## src/sv/tms_pkg.sv

```systemverilog
// tms_pkg: shared types and constants for the trackball motion scaler.
// Used by tms_cfg_regs, tms_mul_unit and trackball_motion_scaler.
package tms_pkg;

	localparam int SENS_SHIFT_DEF  = 6;
	localparam int VALUE_WIDTH_DEF = 16;

	localparam int CFG_IDX_W  = 3;
	localparam int CFG_DATA_W = 8;
	localparam int KIND_W     = 3;
	localparam int OUT_W      = 16;
	localparam int DELTA_W    = 9;

	localparam logic [CFG_IDX_W-1:0] REG_FLIP_X      = 3'd0;
	localparam logic [CFG_IDX_W-1:0] REG_FLIP_Y      = 3'd1;
	localparam logic [CFG_IDX_W-1:0] REG_SENSITIVITY = 3'd2;
	localparam logic [CFG_IDX_W-1:0] REG_PTR_GAIN    = 3'd3;
	localparam logic [CFG_IDX_W-1:0] REG_WHEEL_GAIN  = 3'd4;
	localparam logic [CFG_IDX_W-1:0] REG_SCROLL_MODE = 3'd5;

	localparam logic [KIND_W-1:0] KIND_MOVE_X = 3'd0;
	localparam logic [KIND_W-1:0] KIND_MOVE_Y = 3'd1;
	localparam logic [KIND_W-1:0] KIND_HWHEEL = 3'd2;
	localparam logic [KIND_W-1:0] KIND_VWHEEL = 3'd3;
	localparam logic [KIND_W-1:0] KIND_BUTTON = 3'd4;

	localparam logic [7:0] SENS_RESET   = 8'd64;
	localparam logic [7:0] FACTOR_RESET = 8'd1;

	typedef struct packed {
		logic       flip_x;
		logic       flip_y;
		logic [7:0] sensitivity;
		logic [7:0] ptr_gain;
		logic [7:0] wheel_gain;
		logic       scroll_mode;
	} cfg_t;

	typedef enum logic [6:0] {
		ST_IDLE = 7'b0000001,
		ST_MX1  = 7'b0000010,
		ST_MX2  = 7'b0000100,
		ST_MY1  = 7'b0001000,
		ST_MY2  = 7'b0010000,
		ST_FIN  = 7'b0100000,
		ST_EMIT = 7'b1000000
	} state_t;

endpackage

```

## src/sv/tms_cfg_regs.sv

```systemverilog
// tms_cfg_regs: configuration register file, plain write port.
// Depends on tms_pkg for cfg_t and register indexes.
module tms_cfg_regs (
	input  logic                           clk,
	input  logic                           arst_n,
	input  logic                           cfg_we,
	input  logic [tms_pkg::CFG_IDX_W-1:0]  cfg_index,
	input  logic [tms_pkg::CFG_DATA_W-1:0] cfg_data,
	output tms_pkg::cfg_t                  cfg
);

	tms_pkg::cfg_t cfg_q;

	always_ff @(posedge clk or negedge arst_n) begin
		if (!arst_n) begin
			cfg_q.flip_x      <= 1'b0;
			cfg_q.flip_y      <= 1'b0;
			cfg_q.sensitivity <= tms_pkg::SENS_RESET;
			cfg_q.ptr_gain    <= tms_pkg::FACTOR_RESET;
			cfg_q.wheel_gain  <= tms_pkg::FACTOR_RESET;
			cfg_q.scroll_mode <= 1'b0;
		end else if (cfg_we) begin
			case (cfg_index)
				tms_pkg::REG_FLIP_X:      cfg_q.flip_x      <= cfg_data[0];
				tms_pkg::REG_FLIP_Y:      cfg_q.flip_y      <= cfg_data[0];
				tms_pkg::REG_SENSITIVITY: cfg_q.sensitivity <= cfg_data;
				tms_pkg::REG_PTR_GAIN:    cfg_q.ptr_gain    <= cfg_data;
				tms_pkg::REG_WHEEL_GAIN:  cfg_q.wheel_gain  <= cfg_data;
				tms_pkg::REG_SCROLL_MODE: cfg_q.scroll_mode <= cfg_data[0];
				default: ;
			endcase
		end
	end

	assign cfg = cfg_q;

endmodule

```

## src/sv/tms_mul_unit.sv

```systemverilog
// tms_mul_unit: shared signed-by-unsigned-byte multiplier, registered product.
// Takes its default width from tms_pkg; used by the trackball_motion_scaler sequencer.
module tms_mul_unit #(
	parameter int AW = tms_pkg::VALUE_WIDTH_DEF
) (
	input  logic                 clk,
	input  logic                 en,
	input  logic signed [AW-1:0] a,
	input  logic        [7:0]    b,
	output logic signed [AW+8:0] prod_q
);

	localparam int PW = AW + 9;

	always_ff @(posedge clk) begin
		if (en) begin
			prod_q <= PW'(a) * PW'($signed({1'b0, b}));
		end
	end

endmodule

```

## src/sv/trackball_motion_scaler.sv

```systemverilog
// trackball_motion_scaler: top level, sequencer and event output register.
// Depends on tms_pkg, tms_cfg_regs and tms_mul_unit.
//
// One sample word enters on in_valid/in_ready; up to three event words
// leave on out_valid/out_ready, in the order x, y, button, the final one
// marked by last. Configuration is a plain write port (cfg_we, cfg_index,
// cfg_data) and must be written only while the block is idle; the block
// itself does not enforce this. A sample takes four passes through the one
// shared multiplier (x times sensitivity, x times factor, then the same
// for y), in states ST_MX1 to ST_MY2; ST_FIN then settles the event
// flags, and ST_EMIT loads the events one at a time. in_ready is high
// again once ST_EMIT finds no event pending and returns to ST_IDLE.
// A stalled receiver holds the output register; loading of further
// events waits, and no new sample is taken until all are loaded.
// Reset restores register defaults, clears the button state to released
// and empties the output register.
module trackball_motion_scaler #(
	parameter int SENS_SHIFT  = tms_pkg::SENS_SHIFT_DEF,
	parameter int VALUE_WIDTH = tms_pkg::VALUE_WIDTH_DEF
) (
	input  logic                            clk,
	input  logic                            arst_n,
	input  logic                            cfg_we,
	input  logic [tms_pkg::CFG_IDX_W-1:0]   cfg_index,
	input  logic [tms_pkg::CFG_DATA_W-1:0]  cfg_data,
	input  logic                            in_valid,
	output logic                            in_ready,
	input  logic [7:0]                      count_left,
	input  logic [7:0]                      count_right,
	input  logic [7:0]                      count_up,
	input  logic [7:0]                      count_down,
	input  logic [7:0]                      switch_state,
	output logic                            out_valid,
	input  logic                            out_ready,
	output logic [tms_pkg::KIND_W-1:0]      event_kind,
	output logic signed [tms_pkg::OUT_W-1:0] event_value,
	output logic                            sync,
	output logic                            last
);

	localparam int VW = VALUE_WIDTH;
	localparam int PW = VW + 9;
	localparam logic signed [PW-1:0] BIAS = PW'((64'd1 << SENS_SHIFT) - 64'd1);

	tms_pkg::cfg_t  cfg;
	tms_pkg::state_t state_q;

	logic signed [tms_pkg::DELTA_W-1:0] dx_q, dy_q;
	logic                               pressed_q, prev_q;
	logic signed [VW-1:0]               x_val_q, y_val_q;
	logic                               pend_x_q, pend_y_q, pend_b_q;

	logic                               out_valid_q, sync_q, last_q;
	logic [tms_pkg::KIND_W-1:0]         kind_q;
	logic signed [tms_pkg::OUT_W-1:0]   value_q;

	logic                               mul_en;
	logic signed [VW-1:0]               mul_a;
	logic [7:0]                         mul_b;
	logic signed [PW-1:0]               prod;
	logic signed [PW-1:0]               biased;
	logic signed [VW-1:0]               scaled;
	logic signed [VW-1:0]               prod_w;
	logic [7:0]                         factor;
	logic signed [tms_pkg::DELTA_W-1:0] dx_raw, dy_raw;
	logic                               can_load;

	tms_cfg_regs u_cfg (
		.clk       (clk),
		.arst_n    (arst_n),
		.cfg_we    (cfg_we),
		.cfg_index (cfg_index),
		.cfg_data  (cfg_data),
		.cfg       (cfg)
	);

	tms_mul_unit #(.AW(VW)) u_mul (
		.clk    (clk),
		.en     (mul_en),
		.a      (mul_a),
		.b      (mul_b),
		.prod_q (prod)
	);

	// divide by 2^SENS_SHIFT toward zero
	assign biased = prod + (prod[PW-1] ? BIAS : '0);
	assign scaled = VW'(biased >>> SENS_SHIFT);
	assign prod_w = VW'(prod);
	assign factor = cfg.scroll_mode ? cfg.wheel_gain : cfg.ptr_gain;

	assign dx_raw = $signed({1'b0, count_right}) - $signed({1'b0, count_left});
	assign dy_raw = $signed({1'b0, count_down}) - $signed({1'b0, count_up});

	always_comb begin
		mul_en = 1'b1;
		mul_a  = '0;
		mul_b  = '0;
		case (state_q)
			tms_pkg::ST_MX1: begin
				mul_a = VW'(dx_q);
				mul_b = cfg.sensitivity;
			end
			tms_pkg::ST_MX2: begin
				mul_a = scaled;
				mul_b = factor;
			end
			tms_pkg::ST_MY1: begin
				mul_a = VW'(dy_q);
				mul_b = cfg.sensitivity;
			end
			tms_pkg::ST_MY2: begin
				mul_a = scaled;
				mul_b = factor;
			end
			default: mul_en = 1'b0;
		endcase
	end

	assign can_load = !out_valid_q || out_ready;

	always_ff @(posedge clk or negedge arst_n) begin
		if (!arst_n) begin
			state_q     <= tms_pkg::ST_IDLE;
			prev_q      <= 1'b0;
			pend_x_q    <= 1'b0;
			pend_y_q    <= 1'b0;
			pend_b_q    <= 1'b0;
			out_valid_q <= 1'b0;
		end else begin
			if (state_q == tms_pkg::ST_EMIT && can_load &&
					(pend_x_q || pend_y_q || pend_b_q)) begin
				out_valid_q <= 1'b1;
			end else if (out_ready) begin
				out_valid_q <= 1'b0;
			end
			case (state_q)
				tms_pkg::ST_IDLE: begin
					if (in_valid) begin
						state_q <= tms_pkg::ST_MX1;
					end
				end
				tms_pkg::ST_MX1: state_q <= tms_pkg::ST_MX2;
				tms_pkg::ST_MX2: state_q <= tms_pkg::ST_MY1;
				tms_pkg::ST_MY1: state_q <= tms_pkg::ST_MY2;
				tms_pkg::ST_MY2: state_q <= tms_pkg::ST_FIN;
				tms_pkg::ST_FIN: begin
					pend_x_q <= x_val_q != '0;
					pend_y_q <= prod_w != '0;
					pend_b_q <= pressed_q != prev_q;
					prev_q   <= pressed_q;
					state_q  <= tms_pkg::ST_EMIT;
				end
				tms_pkg::ST_EMIT: begin
					if (!pend_x_q && !pend_y_q && !pend_b_q) begin
						state_q <= tms_pkg::ST_IDLE;
					end else if (can_load) begin
						if (pend_x_q) begin
							pend_x_q <= 1'b0;
						end else if (pend_y_q) begin
							pend_y_q <= 1'b0;
						end else begin
							pend_b_q <= 1'b0;
						end
					end
				end
				default: state_q <= tms_pkg::ST_IDLE;
			endcase
		end
	end

	always_ff @(posedge clk) begin
		if (state_q == tms_pkg::ST_IDLE && in_valid) begin
			dx_q      <= cfg.flip_x ? -dx_raw : dx_raw;
			dy_q      <= cfg.flip_y ? -dy_raw : dy_raw;
			pressed_q <= switch_state != 8'd0;
		end
		if (state_q == tms_pkg::ST_MY1) begin
			x_val_q <= prod_w;
		end
		if (state_q == tms_pkg::ST_FIN) begin
			y_val_q <= prod_w;
		end
		if (state_q == tms_pkg::ST_EMIT && can_load) begin
			if (pend_x_q) begin
				kind_q  <= cfg.scroll_mode ? tms_pkg::KIND_HWHEEL : tms_pkg::KIND_MOVE_X;
				value_q <= tms_pkg::OUT_W'(x_val_q);
				sync_q  <= !pend_y_q;
				last_q  <= !pend_y_q && !pend_b_q;
			end else if (pend_y_q) begin
				kind_q  <= cfg.scroll_mode ? tms_pkg::KIND_VWHEEL : tms_pkg::KIND_MOVE_Y;
				value_q <= tms_pkg::OUT_W'(y_val_q);
				sync_q  <= 1'b1;
				last_q  <= !pend_b_q;
			end else if (pend_b_q) begin
				kind_q  <= tms_pkg::KIND_BUTTON;
				value_q <= tms_pkg::OUT_W'({1'b0, prev_q});
				sync_q  <= 1'b1;
				last_q  <= 1'b1;
			end
		end
	end

	assign in_ready    = state_q == tms_pkg::ST_IDLE;
	assign out_valid   = out_valid_q;
	assign event_kind  = kind_q;
	assign event_value = value_q;
	assign sync        = sync_q;
	assign last        = last_q;

endmodule
```

## config.mk

```make
export PLATFORM = sky130hd
export DESIGN_NAME = trackball_motion_scaler
export DESIGN_NICKNAME = d
export VERILOG_FILES = /design/src/sv/tms_pkg.sv /design/src/sv/tms_cfg_regs.sv /design/src/sv/tms_mul_unit.sv /design/src/sv/trackball_motion_scaler.sv
export SDC_FILE = /design/constraint.sdc
export NUM_CORES = 1
export LEC_CHECK = 0
export ABC_AREA = 0
export BUFFER_PORTS_ARGS = -buffer_cell sky130_fd_sc_hd__buf_2
export CORE_MARGIN = 8
export CORE_UTILIZATION = 61
export CTS_CLUSTER_SIZE = 30
export DETAILED_ROUTE_END_ITERATION = 10
export HOLD_SLACK_MARGIN = 0.03
export PLACE_DENSITY_LB_ADDON = 0.1
export SLEW_MARGIN = 20
export SYNTH_ARGS = -nofsm -noshare
export SYNTH_HDL_FRONTEND = slang
export SYNTH_SLANG_ARGS = --single-unit
```

## constraint.sdc

```tcl
create_clock -name clk -period 8.4 [get_ports clk]
set_input_delay 1.68 -clock clk [delete_from_list [all_inputs] [get_ports clk]]
set_output_delay 1.68 -clock clk [all_outputs]
set_load 0.02 [all_outputs]
```

## Yosys cells after proc, flatten, opt, wreduce, memory -nomap -nowiden

Index checks and enable logic that the tools add are counted.

| storage, ports and cells | value |
|---|---|
| flip-flop bits (word level) | 136 |
| bits in latches | 0 |
| memory bits (writable) | 0 |
| memory bits (read-only) | 0 |
| output and inout port bits | 23 |
| logic and storage cells | 118 |
| memories | 0 |

| cells by class | value |
|---|---|
| add/sub/neg operators | 5 |
| multiply operators | 1 |
| divide/modulo/power cells | 0 |
| magnitude comparators | 0 |
| eq/ne operators | 19 |
| shifts and indexed selects | 0 |
| muxes and demuxes | 37 |
| bitwise operators | 0 |
| reduce and logical (&&, ||, !) cells | 34 |

Operator list:

| cell | count |
|---|---|
| $pmux W7 S7 | 1 |
| $mux W16 | 3 |
| $pmux W16 S3 | 1 |
| $reduce_bool A16 Y1 | 2 |
| $mul A16 B9 Y25 | 1 |
| $add A22 B6 Y22 | 1 |
| $mux W9 | 2 |
| $neg A9 Y9 | 2 |
| $sub A8 B8 Y9 | 2 |
| $mux W1 | 17 |
| $pmux W8 S2 | 1 |
| $reduce_and A2 Y1 | 8 |
| $mux W7 | 2 |
| $ne A2 B2 Y1 const B | 5 |
| $mux W3 | 3 |
| $mux W8 | 1 |
| $reduce_bool A8 Y1 | 1 |
| $eq A7 B1 Y1 const B | 1 |
| $eq A7 B2 Y1 const B | 1 |
| $eq A7 B3 Y1 const B | 1 |
| $eq A7 B4 Y1 const B | 1 |
| $eq A7 B5 Y1 const B | 1 |
| $eq A7 B6 Y1 const B | 1 |
| $eq A7 B7 Y1 const B | 1 |
| other kinds (19) | 36 |

## Logic depth before layout (Yosys ltp)

Gate-level depths: netlist of run 1.

| depth | value |
|---|---|
| depth after elaboration | 5 |
| depth in mapped cells | 23 |
| depth with buffers taken out | 22 |

## Modules after synthesis

From an unflattened synthesis of run 1, not the netlist that was laid out.

| second synthesis, totals | value |
|---|---|
| cells, all modules | 1,108 |
| area, all modules | 11,583.6 sq um |

Modules (own cells, without submodules):

| module | times used | cells an instance | area an instance (sq um) | sequential area each (sq um) |
|---|---|---|---|---|
| tms_mul_unit | 1 | 607 | 5,594.1 | 750.7 |
| trackball_motion_scaler | 1 | 439 | 4,883.4 | 2,463.6 |
| tms_cfg_regs | 1 | 62 | 1,106.1 | 679.4 |

## Least setup slack after synthesis of run 1

OpenSTA, ideal clock, no wires.

| timing | value |
|---|---|
| kind | register to register |
| start point | register u_mul.prod_q[24] |
| end point | register u_mul.prod_q[16], data pin |
| setup time | 259 ps |
| data arrival time | 5,655 ps |
| data required time | 8,141 ps |
| setup slack | 2,486 ps |
| stages on the path, launching flop included | 23 |
| period minus slack after synthesis | 5,914 ps |
| cells stage by stage | edfxtp_1 > ha_1 > a31o_2 > a21oi_1 > o31a_1 > buf_4 > mux2_2 > nand2_1 > nand2_1 > fa_1 > inv_1 > fa_1 > ha_1 > inv_1 > fa_1 > inv_1 > fa_1 > a211o_1 > a211oi_1 > nor2_1 > a41oi_1 > nor2_1 > o31a_1 |

| on the way | value |
|---|---|
| cells in the longest elaborated chain, start to end | 4 |

RTL lines:

| what | RTL line | source |
|---|---|---|
| start: declaration | tms_mul_unit.sv:10 | `output logic signed [AW+8:0] prod_q` |
| start signal: assignment | tms_mul_unit.sv:17 | `prod_q <= PW'(a) * PW'($signed({1'b0, b}));` |
| $mux W6 | trackball_motion_scaler.sv:86 | `assign biased = prod + (prod[PW-1] ? BIAS : '0);` |
| $add A22 B6 Y22 | trackball_motion_scaler.sv:86 |  |
| $pmux W16 S3 | trackball_motion_scaler.sv:98 | `case (state_q)` |
| $mul A16 B9 Y25 | tms_mul_unit.sv:17 |  |

Every way passes these cells.
A chain may end at the register's enable or synchronous reset.

## Worst setup path after layout of run 1

Ends and elaborated chain as after synthesis.

==> flow_summary.ini, run 1 <==
[run_status]
status = completed

[clock_tree]
h-tree-depth = 4
clk_pin_slew_ns = 0.06
cts_resized = 0
cts_tree = yes
clock-sinks = 134
insertion_delay_ns = 0.42
cts_made_buffers = 17
cts_hold_buf = 0
post_cts.repair.setup_buffers = 0
root_buffer = clkbuf_16
clockBufferDepth = 2

[critical_path]
worstPathRequired_ns = 8.56
worst-endpoint-arrival_ns = 7.04
crit_fanout = 13
path_common_cell = ha_1
end_kind = flop
path_buf_inv = 2
worstPathCellList = ha_1 > a31o_2 > a21oi_1 > o31a_1 > xnor2_1 > a21oi_1 > nor2_1 > fa_1 > ha_1 > ha_1 > inv_1 > fa_1 > inv_1 > ha_1 > fa_1 > a211o_1 > a211oi_1 > nor2_1 > a41oi_1 > nor2_1 > o31a_1
cpMaxStageDelayCell = a21oi_1
slowest_delay_ns = 0.59
crit_type = flop to flop
startpoint_type = flop
crit_family = compound AO/OA/AOI/OAI gates

[floorplanning]
start_util_pct = 61.5
die-area_sq_mm = 0.0233
rows = 50
dieHeight_um = 153
core_sq_mm = 0.0185
die_w_um = 153
ios = 79

[route]
vias = 8255
post_drt_wl_per_cell_um = 17.2
drtIter0Drc = 648
final_antenna_net_count = 0
post-route-drc-count = 0
drt-pass1-iter-count = 7
wl_um = 24700
viasPerCell = 5.74

[power]
power.internal_mw = 1.58
leakage_nw = 5.76
p_switching_uw = 867
p_clk_share_pct = 31.1
seqPwrFrac_pct = 40.4
power_density_mw_per_mm2 = 194
pwr-share-comb_pct = 28.5
peakVddDrop_mv = 0.171
p_sw_share_pct = 35.4

[timing]
slew-limit-headroom_pct = 29.3
period_needed_ns = 6.87
max_freq_mhz = 146
slew_violations = 0
fin_setup_tns_ns = 0
holdWs_ns = 0.508
hold_violations = 0
fin_ws_ns = 1.53
setup_viol = 0
worst_pin_slew_ns = 1.06
finClkSkew_ns = 0.00994
post-route-period-util_pct = 81.8
rsz0062_at_grt = no

[logic_synthesis]
synth.distinct_cells = 72
synth_warnings = 0
yosysTopAreaCell = edfxtp_1
async_flop_share_pct = 29.1
ys_seq_area_share_pct = 33.7
synthesis.nets = 1346
syn_area_per_cell_sq_um = 10.2
ys_ff_latch = 134
synth_cells = 1113
netlist.area_leader.share_pct = 25.1
synth_area_leaders = edfxtp_1, fa_1, ha_1, dfrtp_1, inv_1
synth_area_sq_mm = 0.0114
synth-edff-count = 95
synth_ff_type = edfxtp_1

[global_route]
grt_max_degree = 40
antenna_found_initial = 0
grt_pass1_wl_um = 40900
grt-ovfl-total = 0
grt_pass1_vias = 8234
grt_usage_pct = 21.6

[layout]
drive_gt1_share_pct = 15.0
finish.instance_area_sq_mm = 0.0126
mostFrequentLayoutCells = inv_1, fa_1, nor2_1
area_growth_pct = 11.0
layout_commonest_cell = inv_1
diodes = 0
final_nets = 1425
fin_util_pct = 68.2

[placed_design]
place_ws_ns = 1.64
dp_hpwl_um = 19200
gp_congestion = 0.884
dpl-instance-area_sq_mm = 0.0120
port_buffers = 78

[worst_hold_path]
hold_path.class = flop to flop

[flow_run]
cap_violations = 0
## flip-flops by register name, summed over array words and instances (netlist names)
signal	flops
x_val_q	16
event_value	16
pend_y_q	1
dx_q	9
pressed_q	1
state_q	7
last	1
pend_x_q	1
u_cfg.cfg	27
u_mul.prod_q	23
sync	1
y_val_q	16
out_valid	1
prev_q	1
event_kind	3
pend_b_q	1
dy_q	9
## synth_stat cells, types with 30 or more instances
library cell and number:
a21oi_1 41, dfrtp_1 35, edfxtp_1 95, fa_1 104
ha_1 73, inv_1 170, mux2_2 31, nand2_1 79
nor2_1 96, o21ai_0 32, xnor2_1 30
## power groups by stage
stage	clock, mW	sequential [mW]	combinational, mW
2_1_floorplan	0	0.930	0.540
3_3_place_gp	0	0.992	0.680
3_5_place_dp	0	0.997	0.695
4_1_cts	0.770	0.985	0.698
5_1_grt	0.798	1.00	0.779
6_report	0.761	0.988	0.699
## worst reg2reg max path: stages, from the launching register on
cell	delay [ns]
edfxtp_1	0.55
ha_1	0.35
a31o_2	0.24
a21oi_1	0.23
o31a_1	0.55
xnor2_1	0.12
a21oi_1	0.59
nor2_1	0.18
fa_1	0.45
ha_1	0.29
ha_1	0.28
inv_1	0.05
fa_1	0.53
inv_1	0.04
ha_1	0.23
fa_1	0.44
a211o_1	0.36
a211oi_1	0.30
nor2_1	0.15
a41oi_1	0.33
nor2_1	0.08
o31a_1	0.26
## path summary, 6_finish.rpt
| check | start | endpoint | slack, ns | depth (start not counted) |
|---|---|---|---|---|
| worst max-delay path | u_mul.prod_q[24] | u_mul.prod_q[16] | 1.53 | 21 |
| worst min-delay path | u_cfg.cfg[22] | u_cfg.cfg[22] | 0.51 | 1 |
| worst min register to register | u_cfg.cfg[22] | u_cfg.cfg[22] | 0.51 | 1 |
| max in group asynchronous | arst_n | state_q[3] | 6.47 | 1 |
| worst max register to register | u_mul.prod_q[24] | u_mul.prod_q[16] | 1.53 | 21 |
| min in group asynchronous | arst_n | u_cfg.cfg[6] | 1.37 | 1 |
## cell type report
cell class,count,area [sq um]
Clock buffer,17,425
Clock inverter,15,184
Fill cell,1440,5880
Inverter,170,638
Multi-Input combinational cell,781,6790
Sequential cell,134,3830
Tap cell,234,293
Timing Repair Buffer,88,465
## layer usage
metal	GRT usage, %	wire length (um)	vias up
met4	5.42	420	0
met5	0	0	-
met1	29.1	11200	3973
met3	4.48	1570	35
li1	-	-	3973
met2	35.2	11500	274
## logic make-up after synthesis
logic type      share of synthesized area [%]
simple gates                             14.8
buf+inv                                  6.73
compound gates                           11.2
fa+ha+maj                                26.3
flops                                    33.7
mux                                      4.12
xor+xnor                                 3.23
## stage by stage
stage	std cells	power, mW
6_report	1439	2.45
5_1_grt	1439	2.58
4_1_cts	1439	2.45
3_5_place_dp	1407	1.69
3_3_place_gp	1407	1.67
2_1_floorplan	1113	1.47
Power figures use the tool's default switching activity.
==> inputs of run 2 (changes only) <==
--- a/config.mk
+++ b/config.mk
@@ -8,7 +8,7 @@
 export ABC_AREA = 0
 export BUFFER_PORTS_ARGS = -buffer_cell sky130_fd_sc_hd__buf_2
 export CORE_MARGIN = 8
-export CORE_UTILIZATION = 61
+export CORE_UTILIZATION = 56
 export CTS_CLUSTER_SIZE = 30
 export DETAILED_ROUTE_END_ITERATION = 10
 export HOLD_SLACK_MARGIN = 0.03
==> constraint.sdc (replaced) <==
create_clock -name clk -period 5.8 [get_ports clk]
set_input_delay 1.16 -clock clk [delete_from_list [all_inputs] [get_ports clk]]
set_output_delay 1.16 -clock clk [all_outputs]
set_load 0.02 [all_outputs]
==> run 2 against run 1 <==
The flow now finishes with violations (setup timing). Worst setup slack lost 1.8 ns. Register-to-register slack got worse by 1.8 ns. Final cell count rose by 14%. Core utilization grew 5.1 points. Die area grew 8.0%. Clock power is 51% higher. Critical endpoint unchanged. Highest routed layer unchanged.
==> flow_summary.ini, run 2 (synthesized netlist as in run 1, its figures left out) <==
[timing]
slew-limit-headroom_pct = 32.9
period_needed_ns = 6.02
max_freq_mhz = 166
setup_viol = 11
slew_violations = 0
hold_violations = 0
post-route-period-util_pct = 104
holdWs_ns = 0.503
fin_setup_tns_ns = -1.87
worst_pin_slew_ns = 1.01
fin_ws_ns = -0.224
rsz0062_at_grt = yes
finClkSkew_ns = 0.0149

[placed_design]
gp_congestion = 0.948
place_ws_ns = -0.366
dp_hpwl_um = 22200
port_buffers = 78

[run_status]
violations = setup timing
status = finished with violations

[flow_run]
cap_violations = 0

[critical_path]
crit_type = flop to flop
worst-endpoint-arrival_ns = 6.21
startpoint_type = flop
worstPathRequired_ns = 5.98
crit_fanout = 4
end_kind = flop

[clock_tree]
clk_pin_slew_ns = 0.07
cts_tree = yes
root_buffer = clkbuf_16
insertion_delay_ns = 0.43
h-tree-depth = 4
clockBufferDepth = 2
cts_made_buffers = 17
cts_hold_buf = 0
clock-sinks = 134

[layout]
largest_reg_flops = 27
n_fill_cell = 1394
drive_gt1_share_pct = 34.3
multi_input_area_sq_mm = 0.00751
register_area_sq_mm = 0.00383
diodes = 0
final_nets = 1592
area_growth_pct = 29.4
layout_commonest_cell = buf_4
mostFrequentLayoutCells = buf_4, inv_1, fa_1

[global_route]
grt_pass1_vias = 9359
grt_max_degree = 40
grt_usage_pct = 23.9
grt_use_met3_pct = 4.61
use_met1_pct = 30.8
grt_busiest_layer = met2
grt_pass1_wl_um = 46700
antenna_found_initial = 1
met2_usage_pct = 40.2
grt-ovfl-total = 0

[power]
power_density_mw_per_mm2 = 281
peakVddDrop_mv = 0.338
leakage_nw = 6.66

[worst_hold_path]
hold_path.class = flop to flop

[floorplanning]
die-area_sq_mm = 0.0252
die_w_um = 159
ios = 79
start_util_pct = 56.6
dieHeight_um = 159
rows = 52
core_sq_mm = 0.0201

[route]
viasPerCell = 5.55
vias = 9113
post_drt_wl_per_cell_um = 18.0
drtIter0Drc = 736
wl_um = 29500
drt-pass1-iter-count = 6
post-route-drc-count = 0
final_antenna_net_count = 0
[run 2: cell count changes in the layout (fill, tap and decap cells not counted), moves of 8 or more]
cell	previous run	this run
o21ai_0	32	18
inv_2	0	22
nand2_1	79	65
ha_1	73	56
a21oi_2	0	8
nand2_2	1	10
ha_4	0	16
a21oi_1	41	31
buf_4	10	162
buf_6	0	13
inv_1	170	147
o21ai_2	1	12
[run 2: final cells by class]
| cell class | instances | share of cell area, % |
|---|---|---|
| Timing Repair Buffer | 255 | 12.2 |
| Sequential cell | 134 | 26.0 |
| Tap cell | 270 | 2.29 |
| Clock inverter | 15 | 1.32 |
| Multi-Input combinational cell | 781 | 51.0 |
| Inverter | 170 | 4.35 |
| Clock buffer | 17 | 2.89 |
[run 2: path summary, 6_finish.rpt]
path,from,endpoint,slack (ns),cells past startpoint
worst max-delay path,u_mul.prod_q[24],u_mul.prod_q[16],-0.22,26
max in group asynchronous,arst_n,u_cfg.cfg[20],4.37,1
worst min-delay path,u_cfg.cfg[14],u_cfg.cfg[14],0.50,1
min in group asynchronous,arst_n,u_cfg.cfg[14],0.87,1
worst min register to register,u_cfg.cfg[14],u_cfg.cfg[14],0.50,1
worst max register to register,u_mul.prod_q[24],u_mul.prod_q[16],-0.22,26
[run 2: repair_timing]
item | in CTS | in global routing
setup buffers | 10 | 16
gates resized for setup | 77 | 107
pin swaps | 35 | 88
endpoints found under the setup margin | 11 | 13
gates cloned | 1 | 1
[run 2: layer usage]
metal,part of all wire [%],up-vias
met2,49,314
li1,-,4309
met1,42,4432
met4,2.3,0
met5,0,-
met3,7.2,58
[run 2: metrics by stage]
| stage | total power [mW] | cells | util, % | instance area, sq um |
|---|---|---|---|---|
| after floorplan | 2.13 | 1113 | - | 11400 |
| after global placement | 2.69 | 1588 | 65.5 | 13200 |
| after detailed placement | 2.72 | 1588 | 65.5 | 13200 |
| after CTS | 3.96 | 1629 | 70.6 | 14200 |
| after global routing | 4.34 | 1642 | 73.3 | 14700 |
| final | 4.15 | 1642 | 73.3 | 14700 |
[run 2: report_power, final]
| group | switching, mW | total [mW] | internal (mW) | leakage [nW] |
|---|---|---|---|---|
| Clock | 0.485 | 1.15 | 0.661 | 0.303 |
| Sequential | 0.146 | 1.39 | 1.25 | 1.34 |
| Combinational | 0.860 | 1.61 | 0.746 | 5.02 |
[run 2: critical path, stage by stage, from the launching register on]
cell	delay, ns
edfxtp_1	0.43
buf_6	0.17
ha_4	0.28
nand2_4	0.07
buf_6	0.15
o31ai_4	0.32
buf_6	0.17
buf_4	0.11
a31oi_1	0.10
o21ai_0	0.13
buf_4	0.18
nand2_1	0.09
fa_1	0.51
inv_1	0.05
fa_1	0.49
inv_2	0.04
fa_1	0.46
fa_1	0.51
inv_2	0.05
ha_4	0.21
o21a_1	0.23
a211oi_4	0.33
buf_4	0.17
nor2_2	0.05
a41oi_2	0.19
nor2_1	0.06
o31a_1	0.23
